$ cat src/rtl/lzcw_pkg.sv
// shared types and constants of the lz control word decompressor
package lzcw_pkg;

	// register indexes of the configuration port
	localparam logic REG_OUTPUT_SIZE  = 1'b0;
	localparam logic REG_INPUT_LENGTH = 1'b1;

	// end status codes
	localparam logic [1:0] ST_OK    = 2'd0;
	localparam logic [1:0] ST_BAD   = 2'd1;
	localparam logic [1:0] ST_SHORT = 2'd2;

	// result buffer: at most 272 bytes per item, packed eight to an entry
	localparam int          STEP_BYTES = 272;
	localparam int          RBUF_DEPTH = 34;
	localparam int          RBUF_AW    = 6;
	localparam logic [31:0] SENTINEL   = 32'd1;
	localparam logic [31:0] TAIL_CTRL  = 32'h8000_0000;

	// control from the decoder to the result packer
	typedef struct packed {
		logic       start;
		logic       push;
		logic [7:0] push_byte;
		logic       finish;
		logic       job_done;
		logic [1:0] status;
	} res_ctl_t;

	// literal run length from the low four control bits
	function automatic logic [2:0] lit_run(input logic [3:0] c);
		logic [2:0] n;
		case (c)
			4'd0:    n = 3'd4;
			4'd2:    n = 3'd1;
			4'd4:    n = 3'd2;
			4'd6:    n = 3'd1;
			4'd8:    n = 3'd3;
			4'd10:   n = 3'd1;
			4'd12:   n = 3'd2;
			4'd14:   n = 3'd1;
			default: n = 3'd0;
		endcase
		return n;
	endfunction

endpackage

$ cat src/rtl/lzcw_if.sv


interface lzcw_out_if;
	logic        valid;
	logic        ready;
	logic [63:0] out_bytes;
	logic [3:0]  out_count;
	logic        run_last;
	logic        job_done;
	logic [1:0]  status;
	modport source (output valid, output out_bytes, output out_count, output run_last,
		output job_done, output status, input ready);
	modport sink (input valid, input out_bytes, input out_count, input run_last,
		input job_done, input status, output ready);
endinterface

$ cat src/rtl/lzcw_result.sv
// packs output bytes eight to an entry and plays the entries out as items
module lzcw_result (
	input  logic              clk,
	input  logic              arst_n,
	input  lzcw_pkg::res_ctl_t ctl,
	output logic              busy,
	lzcw_out_if.source        out_ch
);
	import lzcw_pkg::*;

	typedef enum logic [2:0] {
		R_IDLE = 3'b001,
		R_RD   = 3'b010,
		R_OUT  = 3'b100
	} rstate_t;

	rstate_t             state_q;
	logic [67:0]         rbuf [RBUF_DEPTH];
	logic [67:0]         rdata_q;
	logic [63:0]         chunk_q;
	logic [3:0]          ccnt_q;
	logic [8:0]          scnt_q;
	logic [RBUF_AW-1:0]  nwr_q;
	logic [RBUF_AW-1:0]  ri_q;
	logic                fin_done_q;
	logic [1:0]          fin_st_q;
	logic                ov_q;
	logic [63:0]         ob_q;
	logic [3:0]          oc_q;
	logic                ol_q;
	logic                od_q;
	logic [1:0]          os_q;
	logic                full;
	logic                push_ok;
	logic                buf_we;
	logic                load;

	assign full    = (ccnt_q == 4'd8);
	assign push_ok = ctl.push && (scnt_q < 9'(STEP_BYTES));
	assign buf_we  = (push_ok && full) || ctl.finish;
	assign load    = (state_q == R_OUT) && (!ov_q || out_ch.ready);

	// entry store
	always_ff @(posedge clk) begin
		if (buf_we) rbuf[nwr_q] <= {ccnt_q, chunk_q};
		if (state_q == R_RD) rdata_q <= rbuf[ri_q];
	end

	// byte packing and playout
	always_ff @(posedge clk or negedge arst_n) begin
		if (!arst_n) begin
			state_q <= R_IDLE;
			ccnt_q  <= '0;
			scnt_q  <= '0;
			nwr_q   <= '0;
			ri_q    <= '0;
			ov_q    <= 1'b0;
		end else begin
			if (ctl.start) begin
				ccnt_q <= '0;
				scnt_q <= '0;
				nwr_q  <= '0;
			end else if (push_ok) begin
				scnt_q <= scnt_q + 1'b1;
				if (full) begin
					nwr_q  <= nwr_q + 1'b1;
					ccnt_q <= 4'd1;
				end else begin
					ccnt_q <= ccnt_q + 1'b1;
				end
			end
			if (load) ov_q <= 1'b1;
			else if (out_ch.ready) ov_q <= 1'b0;
			case (state_q)
				R_IDLE: begin
					if (ctl.finish) begin
						ri_q    <= '0;
						state_q <= R_RD;
					end
				end
				R_RD: state_q <= R_OUT;
				R_OUT: begin
					if (load) begin
						if (ri_q == nwr_q) begin
							state_q <= R_IDLE;
						end else begin
							ri_q    <= ri_q + 1'b1;
							state_q <= R_RD;
						end
					end
				end
				default: state_q <= R_IDLE;
			endcase
		end
	end

	// payload registers
	always_ff @(posedge clk) begin
		if (ctl.start) begin
			chunk_q <= '0;
		end else if (push_ok) begin
			if (full) chunk_q <= {56'd0, ctl.push_byte};
			else chunk_q[ccnt_q[2:0]*8 +: 8] <= ctl.push_byte;
		end
		if (ctl.finish) begin
			fin_done_q <= ctl.job_done;
			fin_st_q   <= ctl.status;
		end
		if (load) begin
			ob_q <= rdata_q[63:0];
			oc_q <= rdata_q[67:64];
			ol_q <= (ri_q == nwr_q);
			od_q <= fin_done_q;
			os_q <= fin_st_q;
		end
	end

	assign busy             = (state_q != R_IDLE);
	assign out_ch.valid     = ov_q;
	assign out_ch.out_bytes = ob_q;
	assign out_ch.out_count = oc_q;
	assign out_ch.run_last  = ol_q;
	assign out_ch.job_done  = od_q;
	assign out_ch.status    = os_q;

endmodule
$ cat src/flat_wrapper.sv
// flat-port wrapper written by rule: the top's interface ports become plain ports
module lzcw_result_flat import lzcw_pkg::*;
  (clk, arst_n, ctl, busy, out_ch_valid, out_ch_out_bytes, out_ch_out_count, out_ch_run_last, out_ch_job_done, out_ch_status, out_ch_ready);
  lzcw_out_if out_ch_i ();
  input  logic clk;
  input  logic arst_n;
  input  lzcw_pkg::res_ctl_t ctl;
  output logic busy;
  output wire logic [$bits(out_ch_i.valid)-1:0] out_ch_valid;
  output wire logic [$bits(out_ch_i.out_bytes)-1:0] out_ch_out_bytes;
  output wire logic [$bits(out_ch_i.out_count)-1:0] out_ch_out_count;
  output wire logic [$bits(out_ch_i.run_last)-1:0] out_ch_run_last;
  output wire logic [$bits(out_ch_i.job_done)-1:0] out_ch_job_done;
  output wire logic [$bits(out_ch_i.status)-1:0] out_ch_status;
  input wire logic [$bits(out_ch_i.ready)-1:0] out_ch_ready;
  assign out_ch_valid = out_ch_i.valid;
  assign out_ch_out_bytes = out_ch_i.out_bytes;
  assign out_ch_out_count = out_ch_i.out_count;
  assign out_ch_run_last = out_ch_i.run_last;
  assign out_ch_job_done = out_ch_i.job_done;
  assign out_ch_status = out_ch_i.status;
  assign out_ch_i.ready = out_ch_ready;
  lzcw_result u_core (.clk(clk), .arst_n(arst_n), .ctl(ctl), .busy(busy), .out_ch(out_ch_i));
endmodule
$ cat config.mk
export PLATFORM = sky130hd
export DESIGN_NAME = lzcw_result_flat
export DESIGN_NICKNAME = d
export VERILOG_FILES = /design/src/rtl/lzcw_pkg.sv /design/src/rtl/lzcw_if.sv /design/src/rtl/lzcw_result.sv /design/src/flat_wrapper.sv
export SDC_FILE = /design/constraint.sdc
export NUM_CORES = 2
export LEC_CHECK = 0
export BUFFER_PORTS_ARGS = -buffer_cell sky130_fd_sc_hd__buf_2
export CAP_MARGIN = 0
export CORE_UTILIZATION = 30
export DETAILED_ROUTE_END_ITERATION = 16
export SLEW_MARGIN = 0
export SYNTH_ARGS = -nofsm -noshare
export SYNTH_HDL_FRONTEND = slang
export SYNTH_SLANG_ARGS = --single-unit
$ cat constraint.sdc
create_clock -name clk -period 17.65 [get_ports clk]
set_input_delay 3.53 -clock clk [delete_from_list [all_inputs] [get_ports clk]]
set_output_delay 3.53 -clock clk [all_outputs]
set_load 0.02 [all_outputs]
==> metrics.md <==
| Metric | Value |
|---|---|
| Number of gates given a new drive strength after cts | 0 |
| CTS HTree Levels | 5 |
| Total number of nets in the final design | ~4.9k |
| Period minus WS final | roughly 6.4 ns |
| Final Hold Vio Count | 0 |
| Number of rows in the core area | 208 |
| Async SR Flop Fraction | ~1.1% |
| Most frequent standard cell in the layout excluding fill and tap cells | sky130_fd_sc_hd__edfxtp_1 |
| Pwr/cell area | ~120 nW/um^2 |
| Unrepaired setup endpoints after global routing | false |
| Area growth from synthesis to layout | 15.1% |
| Number of enable flip-flop cells after synthesis | around 2.5k |
| Number of failing setup endpoints in the final timing report | 0 |
| Worst relative slew slack | between 10% and 20% |
| Sum Neg Setup Slack | 0 ns |
| Largest incremental delay on the critical path | ~1.0 ns |
| Final weighted congestion in routability-driven placement | around 0.8 |
| Yosys warning count | 0 |
| Final period util | between 30% and 40% |
| Status | complete, but fails checks |
| Class of the most critical setup path | input pin to register |
| Maximum resistive drop on vdd | 0.119 mV |
| Share of post-route cells with drive strength above 1 | 23.1% |
| Post-DP Area | about 100000 um^2 |
| Mean instance size in the synthesized netlist | a little over 20 um^2 |
| Number of global-route vias before repair | slightly below 50k |
| Crit path buffers/inverters | 2 |
| Kind of start point of the critical path | input pin |
| All-layer global routing usage | approximately 16% |
| Wire length after detailed routing | between 200000 and 300000 um |
| Hold Crit Class | register to register |
| Number of post-CTS setup repair buffers | 0 |
| Initial antenna violation count | 18 |
| Max-cap check violation count | 0 |
| Required time at the endpoint of the critical path | between 15 and 20 ns |
| Final Instance Count excl. Fillers | between 9k and 10k |
| Cell type of the slowest stage on the worst timing path | sky130_fd_sc_hd__nor2_4 |
| Routed via count | between 40k and 50k |
| Starting density of the core | 30.1% |
| TritonCTS buffer count | roughly 280 |
| Slew at the pin closest to its max-slew limit | roughly 1.3 ns |
| Clock transition at the register clock pins on the worst setup and hold paths after CTS | roughly 0.06 ns |
| Chip width | around 570 um |
| Final Slew Violations | 0 |
| Detailed-route DRC error count | 0 |
| Final routed wire length divided by cell count | approximately 27 um |
| Highest fanout seen on the critical path | 44 |
| Worst-case clock skew | ~0.071 ns |
| Dominant delay contributor by cell family on the critical path | simple AND/OR/NAND/NOR gates |
| First-pass GRT wire length | 366000 um |
| Initial drt markers | ~5.4k |
| Total instance count after detailed placement | 8930 |
| Most used cells in the layout excluding fill and tap cells | sky130_fd_sc_hd__edfxtp_1, sky130_fd_sc_hd__mux4_2, sky130_fd_sc_hd__clkbuf_16 |
| Longest Clk Path Bufs | 4 |
| Clk_lat worst skew | 0.93 ns |
| Pin count of the biggest net entering global routing | 115 |
| Hold_buf cts | 0 |
| First-pass iteration count of the detailed router | 6 |
| Number of port buffers | 90 |
| CP Cell Sequence | buf_2 -> nand3_1 -> nand2b_1 -> nand4b_1 -> nor2_4 -> buf_4 |
| Kind of end point of the critical path | register |
| Peak Freq | 0.156 GHz |
| Synth Net Count | between 4k and 5k |
| Ys flop type | sky130_fd_sc_hd__edfxtp_1 |
| Share of the yosys chip area belonging to registers | 78.3% |
| Number of nets with antenna violations after routing | 1 |
| Overall die area | ~320000 um^2 |
| Static Leak | between 30 and 40 nW |
| Clock tree root driver cell | sky130_fd_sc_hd__clkbuf_16 |
| Post-synthesis instance total | between 4k and 5k |
| Flip-flop and latch count after synthesis | between 2k and 3k |
| Area of the core | ~320000 um^2 |
| Residual overflow from global routing | 0 |
| Die extent in y | 570 um |
| Detail Placement HPWL | ~150000 um |
| Count of distinct cell types in the synthesized netlist | just under 60 |
| IO Pins | 91 |
| Reg2reg setup slack | around 12 ns |
| Per-cell via count in the routed design | 5.13 |
| Clock tree from TritonCTS | done |
| Summed instance area of the synthesized netlist | a little under 100000 um^2 |
| Arrival time of data at the critical path endpoint | approximately 6.9 ns |
| Total clock sinks | 2548 |
| Post-layout instance area | 111000 um^2 |
| Failing checks | antenna violations |
[cell families (layout without fill, tap and decap cells)]
kind of cell	count (synthesis)	after routing	synth area share, %
compound gates	582	582	4.16
xor+xnor	16	16	0.145
fa+ha+maj	7	7	0.0905
buf+inv	289	720	1.45
flops	2548	2548	78.3
mux	771	771	13.7
other cells	0	14	0
simple gates	460	460	2.14
[synth_stat cells (38+ instances only)]
master	n	area share (%)
sky130_fd_sc_hd__a21oi_1	166	0.86
sky130_fd_sc_hd__a22o_1	47	0.43
sky130_fd_sc_hd__a22oi_1	109	0.85
sky130_fd_sc_hd__buf_2	77	0.40
sky130_fd_sc_hd__clkbuf_1	126	0.49
sky130_fd_sc_hd__dfxtp_1	64	1.3
sky130_fd_sc_hd__edfxtp_1	2455	76
sky130_fd_sc_hd__mux2_2	57	0.66
sky130_fd_sc_hd__mux2i_1	275	2.8
sky130_fd_sc_hd__mux4_2	439	10
sky130_fd_sc_hd__nand2_1	192	0.75
sky130_fd_sc_hd__nor2_1	156	0.61
sky130_fd_sc_hd__o21ai_1	41	0.21
sky130_fd_sc_hd__o221ai_1	38	0.34
[cell type report]
type | instances | area, um^2
Timing Repair Buffer | 228 | 1550
Multi-Input combinational cell | 1836 | 19900
Antenna cell | 14 | 35.0
Clock buffer | 352 | 7450
Inverter | 13 | 56.3
Sequential cell | 2548 | 75800
Fill cell | 29600 | 210000
Clock inverter | 127 | 1120
Tap cell | 4305 | 5390
[sequential cells by signal, summed over array words and instances, names as in the netlist]
signal and count:
u_core.ccnt_q 4, u_core.chunk_q 64, u_core.fin_done_q 1, u_core.fin_st_q 2, u_core.nwr_q 6, u_core.out_ch.job_done 1, u_core.out_ch.out_bytes 64, u_core.out_ch.out_count 4
u_core.out_ch.run_last 1, u_core.out_ch.status 2, u_core.out_ch.valid 1, u_core.rbuf 2312, u_core.rdata_q 68, u_core.ri_q 6, u_core.scnt_q 9, u_core.state_q 3
[through the flow]
step / total power [mW] / hold WS, ns / utilization [%] / worst slack, ns
floorplan: 7.98 / 0.400 / - / 8.01
global placement: 8.40 / 0.400 / 32.0 / 10.41
detailed placement: 8.40 / 0.405 / 32.0 / 10.37
CTS: 13.9 / 0.405 / 34.7 / 11.34
global route: 14.2 / 0.414 / 34.7 / 11.17
finish: 13.8 / 0.403 / 34.7 / 11.26
[power breakdown]
group          switching, mW  leakage [nW]  internal (mW)
sequential            0.0431          22.0           6.62
combinational          0.880          6.26          0.705
clock                   2.28          4.19           3.26
total                   3.20          32.4           10.6
[layer usage]
metal / part of all wire, % / global-route usage [%]
met1: 41 / 20.9
met2: 49 / 25.8
met3: 7.5 / 2.92
met4: 2.9 / 4.95
met5: 0.011 / 0
[worst paths after layout]
check / from / to / depth (start not counted)
hold reg to reg: u_core.rdata_q[58]$_DFFE_PN_ / u_core.out_ch.out_bytes[58]$_DFFE_PP_ / 0
setup / recovery: ctl[12] / u_core.rbuf[27][18]$_DFFE_PP_ / 6
setup reg to reg: u_core.ccnt_q[3]$_DFFE_PN0P_ / u_core.rbuf[27][18]$_DFFE_PP_ / 6
max in group asynchronous: arst_n / u_core.ri_q[1]$_DFFE_PN0P_ / 1
hold / removal: u_core.rdata_q[58]$_DFFE_PN_ / u_core.out_ch.out_bytes[58]$_DFFE_PP_ / 0
min in group asynchronous: arst_n / u_core.scnt_q[5]$_DFFE_PN0P_ / 1
[worst register-to-register path, delay by kind of cell (launching register included)]
family,cells,cell delay (ns)
DFF,1,1.21
and+or+nand+nor,5,2.87
buffers and inverters,1,0.79
Power figures use the tool's default switching activity.
